==> config.mk <==
export PLATFORM = sky130hd
export DESIGN_NAME = lbtk_front
export DESIGN_NICKNAME = d
export VERILOG_FILES = /design/src/lbtk_pkg.sv /design/src/lbtk_front.sv
export SDC_FILE = /design/constraint.sdc
export NUM_CORES = 1
export LEC_CHECK = 0
export ABC_AREA = 0
export ABC_CLOCK_PERIOD_IN_PS = 2400
export BUFFER_PORTS_ARGS = -buffer_cell sky130_fd_sc_hd__buf_2
export CAP_MARGIN = 40
export CORE_MARGIN = 5
export CORE_UTILIZATION = 46
export CTS_BUF_LIST = sky130_fd_sc_hd__clkbuf_4
export DETAILED_ROUTE_END_ITERATION = 8
export PLACE_DENSITY = 0.79
export SYNTH_ARGS = -nofsm -noshare
export SYNTH_HDL_FRONTEND = slang
export SYNTH_SLANG_ARGS = --single-unit
export TNS_END_PERCENT = 1
==> constraint.sdc <==
create_clock -name clock -period 2.4 [get_ports clock]
set_clock_uncertainty 0.2 [all_clocks]
set_input_delay 0.24 -clock clock [delete_from_list [all_inputs] [get_ports clock]]
set_output_delay 0.24 -clock clock [all_outputs]
set_load 0.05 [all_outputs]
==> src/lbtk_pkg.sv <==
// Shared types and constants for the largest-blob top-k filter.
package lbtk_pkg;

   localparam int LIST_CAPACITY = 64;
   localparam int QUEUE_DEPTH   = 2;
   localparam int CSR_W         = 24;
   localparam int CSR_INDEX_W   = 1;
   localparam int COUNT_W       = 7;

   localparam logic [CSR_INDEX_W-1:0] CSR_MIN_SIZE = 1'd0;
   localparam logic [CSR_INDEX_W-1:0] CSR_MAX_KEPT = 1'd1;

   localparam logic [1:0] VERDICT_KEPT    = 2'd0;
   localparam logic [1:0] VERDICT_REMOVED = 2'd1;
   localparam logic [1:0] VERDICT_SPARED  = 2'd2;

   localparam logic [1:0] KIND_REMOVE  = 2'd0;
   localparam logic [1:0] KIND_DROP    = 2'd1;
   localparam logic [1:0] KIND_COMPETE = 2'd2;

   typedef struct packed {
      logic [15:0] label;
      logic        is_root;
      logic [23:0] size;
      logic        protect;
      logic        table_end;
   } req_type;

   typedef struct packed {
      logic [15:0]        out_label;
      logic [1:0]         verdict;
      logic [COUNT_W-1:0] kept_count;
      logic               last;
   } rsp_type;

   typedef struct packed {
      logic [1:0]  kind;
      logic [15:0] label;
      logic [23:0] size;
      logic        protect;
      logic        table_end;
   } item_type;

endpackage

==> src/lbtk_front.sv <==
// Front end: configuration registers and classification of incoming records.
module lbtk_front #(
   parameter int LIST_CAPACITY = lbtk_pkg::LIST_CAPACITY,
   localparam int CNT_W = $clog2(LIST_CAPACITY + 1)
) (
   input  logic                           clock,
   input  logic                           reset,
   input  logic                           csr_write,
   input  logic [lbtk_pkg::CSR_INDEX_W-1:0] csr_index,
   input  logic [lbtk_pkg::CSR_W-1:0]     csr_data,
   input  lbtk_pkg::req_type              req,
   output lbtk_pkg::item_type             item,
   output logic [CNT_W-1:0]               limit
);
   logic [23:0] min_size_ff;
   logic [7:0]  max_kept_ff;

   always_ff @(posedge clock) begin
      if (reset) begin
         min_size_ff <= '0;
         max_kept_ff <= 8'hFF;
      end else if (csr_write) begin
         case (csr_index)
            lbtk_pkg::CSR_MIN_SIZE: min_size_ff <= csr_data;
            lbtk_pkg::CSR_MAX_KEPT: max_kept_ff <= csr_data[7:0];
            default: ;
         endcase
      end
   end

   // Negative limit means the whole list; large values saturate at capacity.
   always_comb begin
      int mk;
      mk = int'(max_kept_ff[6:0]);
      if (max_kept_ff[7] || mk > LIST_CAPACITY) begin
         limit = CNT_W'(LIST_CAPACITY);
      end else begin
         limit = CNT_W'(mk);
      end
   end

   always_comb begin
      item.label     = req.label;
      item.size      = req.size;
      item.protect   = req.protect;
      item.table_end = req.table_end;
      if (!req.is_root) begin
         item.kind = lbtk_pkg::KIND_REMOVE;
      end else if (req.size < min_size_ff || limit == '0) begin
         item.kind = lbtk_pkg::KIND_DROP;
      end else begin
         item.kind = lbtk_pkg::KIND_COMPETE;
      end
   end

endmodule

==> run metrics <==
status=complete, but fails checks; failing checks=negative setup slack; Worst Setup Start Kind=flop; mapped cell area=0.002126 sq mm; warnings from Yosys=0; fin area=0.002666 sq mm; final setup margin=-50.27 ps; die height=slightly below 80 microns; CTS buffer count=5; clk buf depth=2; layout cells sized above 1=34.80%; cell taking the most area after synthesis=dfxtp_1; DR vias=1982; max-cap check violation count=0; routability cong.=0.7684; Mapped Cells=around 270; max_slew headroom=61.15%; initial antenna violation count=1; worst slack, placed=roughly 120 ps; number of synthesized flops with an enable pin=0; global route overflow=0; flops & latches, synth=32; port bufs=85; final setup vio count=2; required time of the critical path=between 1500 and 2000 ps; fmax=0.4081 GHz; Pwr per Cell Area=~480 mW/mm^2; max-slew violations=0; detailed-route wire length=5360 microns; maximum VDD drop=roughly 0.00032 V; Starting Density=48.16%; most frequent cell after synthesis=nand2_1; Synth top area share=30.14%; prevailing post-synth register cell=dfxtp_1; Mapped Avg Cell Area=7.758 sq um; Non-Filler Instances=between 300 and 400; Worst Hold Class=in -> reg; I/O pin total=122; met3 Use GR=3.588%; DP Cell Count=361; final hold violation count=0; WS Path Type=reg -> out; critical path capture point type=output pin; Worst EP arrival=2010 ps; DRC violations left=0; # nets final=435; num rows=24; Post-Syn Nets=368; vias per cell=5.018; Clock transition at path regs=100 ps; largest net degree at the start of global routing=33; Design Power=1.274 mW; post-route clock period utilization=102.1%; crit path time final=2450 ps; Synth top cells by count=nand2_1, buf_4, a21oi_1; Core Area=0.004414 sq mm; Static Leak=1.211 nW; drt first pass iters=4; Chip Width=approximately 78 microns; busiest grt layer=met2; die area=0.006081 sq mm; root buffer cell=clkbuf_4; WHS=162.7 ps; clk sinks=32; H-tree lvl count=2; Netlist cell types=28; global-route wire length before repair=around 8600 microns; 1st-iter DRT viols=169; vias in the first global route=around 1900; unrepaired setup endpoints after global routing=yes; Post-synth ARST share=0%; Worst Max-Slew Pin Slew=582.7 ps; Detail Placement HPWL=3724 microns; met1 usage=18.97%; sequential share of the synthesized area=30.14%; Total GRT Usage=17.44%; dpl cell area=approximately 0.0023 sq mm; Area contributors post-synth=dfxtp_1, buf_4, ha_1; CTS tree=yes; CP Max Fanout=3; Routed Antenna Nets=0; met2 Track Usage GR=31.47%; post-DR wirelength/cell=13.57 microns; area grow syn2layout=25.43%; clk_lat worst skew=~330 ps
path summary, 6_finish.rpt:
| path | slack, ps | endpoint | cells after the start | start |
|---|---|---|---|---|
| worst max-delay path | -50 | item[43] | 8 | min_size_ff[19] |
| worst min-delay path | 160 | max_kept_ff[0] | 3 | csr_write |
| worst max register to register | 1510 | max_kept_ff[3] | 1 | max_kept_ff[3] |
| worst min register to register | 260 | min_size_ff[13] | 2 | min_size_ff[13] |
power breakdown:
part	internal, mW	switching, mW
clock network	0.135	0.178
registers	0.559	0.0160
logic	0.154	0.231
total	0.849	0.425
logic make-up (layout without fill, tap and decap cells):
group | Yosys count | count (layout) | share of synthesized area (%)
buffers and inverters | 77 | 145 | 21.48
DFF | 32 | 32 | 30.14
adders and majority gates | 23 | 23 | 13.54
and+or+nand+nor | 86 | 86 | 18.54
other | 0 | 1 | 0
AOI/OAI and AO/OA | 56 | 56 | 16.30
final cells by class:
type,instances,area [sq um]
repair buffers,113,708.2
clock buffers,7,52.55
flip-flops and latches,32,649.4
inverters,24,90.09
multi-input cells,165,1095
well taps,52,65.06
diodes,1,2.502
fillers,396,1748
clock inverters,1,3.754
timing repair:
action | in CTS | in global routing
cloned | 0 | 0
hold buffers | 24 | 0
gates resized for setup | 22 | 1
buffers inserted | 1 | 0
endpoints found under the setup margin | 2 | 2
pin swaps | 10 | 2
endpoints found under the hold margin | 24 | 0
registers in the layout, summed over array words and instances (netlist names):
name / flops
max_kept_ff: 8
min_size_ff: 24
worst max-delay path, stage by stage, from the launching register on:
cell,delay [ps]
dfxtp_2,340
inv_2,40
ha_4,260
nand4_1,110
nor4_2,300
nand2_1,100
o21ai_2,180
o211a_1,190
buf_6,150
per-layer routing:
layer / part of all wire, % / up-vias / wire (microns)
li1: - / 1000 / -
met1: 38 / 872 / 2039
met2: 51 / 86 / 2741
met3: 7.5 / 24 / 404
met4: 3.2 / 0 / 174
met5: 0 / - / 0
layout by cell type (no fill, tap or decap), drive strengths merged, types with 2 or more instances in the layout:
master	count
a211o	8
a211oi	2
a21oi	33
and2	6
and3	8
buf	89
clkbuf	7
dfxtp	32
dlygate4sd3	24
ha	23
inv	24
nand2	55
nand2b	3
nand3	2
nand4	3
nor2	5
nor4	2
o21a	2
o21ai	7
metrics by stage:
step           util, %  TNS, ps
2_1_floorplan        -        0
3_3_place_gp     51.62        0
3_5_place_dp     51.62        0
4_1_cts          60.32   -117.0
5_1_grt          60.40   -346.2
6_report         60.40   -82.72
Power figures use the tool's default switching activity.
