$ cat src/lbtk_pkg.sv
// Shared types and constants for the largest-blob top-k filter.
package lbtk_pkg;

   localparam int LIST_CAPACITY = 64;
   localparam int QUEUE_DEPTH   = 2;
   localparam int CSR_W         = 24;
   localparam int CSR_INDEX_W   = 1;
   localparam int COUNT_W       = 7;

   localparam logic [CSR_INDEX_W-1:0] CSR_MIN_SIZE = 1'd0;
   localparam logic [CSR_INDEX_W-1:0] CSR_MAX_KEPT = 1'd1;

   localparam logic [1:0] VERDICT_KEPT    = 2'd0;
   localparam logic [1:0] VERDICT_REMOVED = 2'd1;
   localparam logic [1:0] VERDICT_SPARED  = 2'd2;

   localparam logic [1:0] KIND_REMOVE  = 2'd0;
   localparam logic [1:0] KIND_DROP    = 2'd1;
   localparam logic [1:0] KIND_COMPETE = 2'd2;

   typedef struct packed {
      logic [15:0] label;
      logic        is_root;
      logic [23:0] size;
      logic        protect;
      logic        table_end;
   } req_type;

   typedef struct packed {
      logic [15:0]        out_label;
      logic [1:0]         verdict;
      logic [COUNT_W-1:0] kept_count;
      logic               last;
   } rsp_type;

   typedef struct packed {
      logic [1:0]  kind;
      logic [15:0] label;
      logic [23:0] size;
      logic        protect;
      logic        table_end;
   } item_type;

endpackage

$ cat src/lbtk_fifo.sv
// Small first-word-fall-through queue.
module lbtk_fifo #(
   parameter int WIDTH = 1,
   parameter int DEPTH = lbtk_pkg::QUEUE_DEPTH
) (
   input  logic             clock,
   input  logic             reset,
   input  logic             push,
   input  logic [WIDTH-1:0] push_data,
   output logic             full,
   input  logic             pop,
   output logic [WIDTH-1:0] pop_data,
   output logic             empty
);
   localparam int PTR_W = (DEPTH > 1) ? $clog2(DEPTH) : 1;
   localparam int CNT_W = $clog2(DEPTH + 1);

   logic [WIDTH-1:0] mem_ff [DEPTH];
   logic [PTR_W-1:0] wr_ptr_ff, wr_ptr_in, rd_ptr_ff, rd_ptr_in;
   logic [CNT_W-1:0] count_ff, count_in;
   logic             do_push, do_pop;

   assign full     = (count_ff == CNT_W'(DEPTH));
   assign empty    = (count_ff == '0);
   assign do_push  = push && !full;
   assign do_pop   = pop && !empty;
   assign pop_data = mem_ff[rd_ptr_ff];

   always_comb begin
      wr_ptr_in = wr_ptr_ff;
      rd_ptr_in = rd_ptr_ff;
      count_in  = count_ff;
      if (do_push) begin
         wr_ptr_in = (wr_ptr_ff == PTR_W'(DEPTH - 1)) ? '0 : wr_ptr_ff + 1'b1;
      end
      if (do_pop) begin
         rd_ptr_in = (rd_ptr_ff == PTR_W'(DEPTH - 1)) ? '0 : rd_ptr_ff + 1'b1;
      end
      if (do_push && !do_pop) begin
         count_in = count_ff + 1'b1;
      end else if (do_pop && !do_push) begin
         count_in = count_ff - 1'b1;
      end
   end

   always_ff @(posedge clock) begin
      if (reset) begin
         wr_ptr_ff <= '0;
         rd_ptr_ff <= '0;
         count_ff  <= '0;
      end else begin
         wr_ptr_ff <= wr_ptr_in;
         rd_ptr_ff <= rd_ptr_in;
         count_ff  <= count_in;
      end
   end

   always_ff @(posedge clock) begin
      if (do_push) begin
         mem_ff[wr_ptr_ff] <= push_data;
      end
   end

endmodule

$ cat config.mk
export PLATFORM = sky130hd
export DESIGN_NAME = lbtk_fifo
export DESIGN_NICKNAME = d
export VERILOG_FILES = /design/src/lbtk_pkg.sv /design/src/lbtk_fifo.sv
export SDC_FILE = /design/constraint.sdc
export NUM_CORES = 1
export LEC_CHECK = 0
export ABC_AREA = 1
export BUFFER_PORTS_ARGS = -buffer_cell sky130_fd_sc_hd__buf_2
export CAP_MARGIN = 20
export CORE_AREA = 2 2 39 41
export CTS_CLUSTER_DIAMETER = 100
export DETAILED_ROUTE_END_ITERATION = 10
export DIE_AREA = 0 0 41 43
export GPL_TIMING_DRIVEN = 1
export PLACE_DENSITY = 0.41
export RECOVER_POWER = 100
export SYNTH_ARGS = -nofsm -noshare
export SYNTH_HDL_FRONTEND = slang
export SYNTH_SLANG_ARGS = --single-unit
$ cat constraint.sdc
create_clock -name clock -period 1.2 [get_ports clock]
set_input_delay 0.18 -clock clock [delete_from_list [all_inputs] [get_ports clock]]
set_output_delay 0.18 -clock clock [all_outputs]
set_load 0.01 [all_outputs]
==> out/metrics.yaml <==
worst_setup_path:
  worstSetupPathDepth: 9
  regToRegSetupSlack_ns: 0.01
  crit_slowest_cell: "dfxtp_4"
  endpoint_kind: "register"
  crit_chain: "inv_4, o21ai_4, inv_2, ha_4, inv_2, nand3_2, nand2_1, inv_1, nor2_1"
  max_stage_delay_ns: 0.38
  critPathArrivalTime_ns: 1.33
  crit_type: "reg2reg"
  worstPathMaxFanout: 4
  path_delay_family: "flip-flops"
  crit_buf_inv: 4
  start_kind: "register"
  required_ns: 1.34
  rr_worst_depth: 9
  critPathMostFrequentCell: "inv_2"
  r2r_start: "count_ff[1]$_SDFFE_PP0P_"
  reg2reg_to: "count_ff[1]$_SDFFE_PP0P_"
synth:
  yosys-top-cells-area: "dfxtp_1 31%, edfxtp_1 19%, nor2_1 10%"
  ys_types: 16
  syn_inst: 40
  synth_area_um2: 324
  syn_area_per_cell_um2: 8.10
  syn-num-nets: 46
  async_flop_share_pct: 0
  ys_ff_latch: 7
  synth_edf_count: 2
  synthFlopType: "dfxtp_1"
  seq_area_frac_synth_pct: 49.4
  synth_commonest_cells: "9 x nor2_1, 6 x inv_1, 5 x dfxtp_1"
  yosysTopAreaCellShare_pct: 30.9
  synth_warnings: 0
  synth_most_common_cell: "nor2_1"
  synth_top_area_cell: "dfxtp_1"
worst_hold_path:
  hold_depth: 1
  hp-class: "in2reg"
  hp-start: "push_data"
  min_to: "mem_ff[1]$_DFFE_PP_"
cts:
  clockBufferDepth: 2
  cts_buffers: 3
  cts.sinks: 7
  cts_tree: "done"
  clkTransAtPathRegs_ns: 0.05
  clkLatencyLatePin_ns: 0.24
  root_buffer: "clkbuf_4"
  htree_num_levels: 1
power_and_ir_drop:
  clkPwrFrac_pct: 17.9
  power_switching_uw: 420
  power.internal_uw: 742
  seq_power_share_pct: 34.6
  p_comb_share_pct: 47.4
  vdd_drop_max_v: 0.000825
  power_density_mw_per_mm2: 2320
  p_sw_share_pct: 36.1
  p_leak_nw: 0.229
global_route:
  use_met2_pct: 13.1
  antenna_found_initial: 0
  grt_pass1_wl_um: 1030
  use_met1_pct: 9.68
  grt_max_degree: 5
  grt_pass1_vias: 289
  use_met3_pct: 4.71
  grt_overflow: 0
  busiest_layer: "met2"
  grt_usage_pct: 9.35
placed_design:
  dp_hpwl_um: 487
  gp_congestion: 0.598
  io_buffers: 7
final_layout:
  nNetsFinal: 64
  multi_input_area_um2: 169
  fill_cells: 150
  area_delta_synth_final_pct: 54.8
  ff_latch_area_um2: 165
  post-route-util_pct: 36.3
  final_layout_size_suffix_gt1_share_pct: 49.1
  antenna_cells: 0
sta:
  post-route-period-util_pct: 99.0
  min_period_ns: 1.19
  max_freq_mhz: 842
  tightest_slew_ns: 0.209
  slew_viol_final: 0
  fin_tns_setup_ns: 0
  clock_skew_ns: 0.00134
  relSlewSlack_pct: 85.9
  setup_viol: 0
  rsz0062_at_grt: "true"
  hold_viol_final: 0
routing:
  final_antenna_net_count: 0
  vias: 291
  avgRoutedWirePerCell_um: 7.84
  route.detailed.drc: 0
  routed_wl_um: 572
  drtIter0Drc: 5
  first_pass_iters: 4
  avgViaCountPerCell: 3.99
die:
  design.die.area_mm2: 0.00176
  row_count: 14
  ios: 8
  die_h_um: 43
  core-area_mm2: 0.00138
  start_util_pct: 23.4
  die_w_um: 41
status:
  status: "completed"
job:
  max_cap_viol_count: 0
[layout by cell type (no fill, tap or decap), drive strengths merged, types with 2 or more instances in the layout]
master,n
buf,12
clkbuf,5
dfxtp,5
edfxtp,2
inv,9
nand2,4
nor2,9
o21ai,5
[worst reg2reg max path: cells and delay by family (launching register included)]
family | cells | cell delay (ns)
AO/OA/AOI/OAI | 1 | 0.12
adder cells (fa/ha/maj) | 1 | 0.27
buffers and inverters | 4 | 0.18
flip-flops | 1 | 0.38
AND/OR/NAND/NOR | 3 | 0.13
[per-stage QoR]
| stage | worst slack (ns) | cell area, um2 | instances | hold slack, ns | power, mW |
|---|---|---|---|---|---|
| 3_3_place_gp | -0.0170 | 435 | 67 | 0.379 | 0.883 |
| 4_1_cts | -0.00488 | 480 | 72 | 0.118 | 1.14 |
| 3_5_place_dp | -0.0221 | 435 | 67 | 0.379 | 0.884 |
| 5_1_grt | -0.0460 | 502 | 73 | 0.147 | 1.29 |
| 2_1_floorplan | 0.00233 | 350 | 40 | 0.279 | 0.710 |
| 6_report | 0.0123 | 502 | 73 | 0.146 | 1.16 |
[layout make-up]
cell class                      count  share of cell area [%]
Multi-Input combinational cell     24                    33.7
Sequential cell                     7                    32.9
Timing Repair Buffer               13                    17.0
Inverter                            9                    7.23
Clock buffer                        4                    5.24
Tap cell                           16                    3.99
[worst max path at each step]
stage	startpoint	to	slack [ns]
finish	count_ff[1]$_SDFFE_PP0P_	count_ff[1]$_SDFFE_PP0P_	0.01
global route	count_ff[1]$_SDFFE_PP0P_	count_ff[1]$_SDFFE_PP0P_	-0.05
CTS	count_ff[1]$_SDFFE_PP0P_	count_ff[1]$_SDFFE_PP0P_	-0.005
detailed placement	count_ff[1]$_SDFFE_PP0P_	count_ff[1]$_SDFFE_PP0P_	-0.02
global placement	count_ff[1]$_SDFFE_PP0P_	count_ff[1]$_SDFFE_PP0P_	-0.02
floorplan	count_ff[1]$_SDFFE_PP0P_	count_ff[1]$_SDFFE_PP0P_	0.002
[cells by family after synthesis]
family | share of synthesized area (%)
DFF | 49.4
buffers and inverters | 10.4
AOI/OAI and AO/OA | 11.6
and+or+nand+nor | 21.2
adders and majority gates | 3.86
muxes | 3.47
[metal layers]
layer	share of wire (%)	up-vias	wire length, um
met2	52	4	295
met5	0	-	0
met3	5.4	0	31
met4	0	0	0
li1	-	158	-
met1	43	129	245
[power by group through the flow]
stage          logic [mW]  registers (mW)  clock network (mW)
6_report            0.551           0.402               0.208
5_1_grt             0.631           0.417               0.243
4_1_cts             0.532           0.384               0.225
3_5_place_dp        0.502           0.381                   0
3_3_place_gp        0.499           0.384                   0
2_1_floorplan       0.333           0.376                   0
[repair_timing]
item / CTS / global route
buffers inserted: 1 / 1
resized for setup: 3 / 4
endpoints found under the setup margin: 4 / 4
hold buffers: 0 / 0
pin swaps: 2 / 0
(Power assumes the default switching activity.)
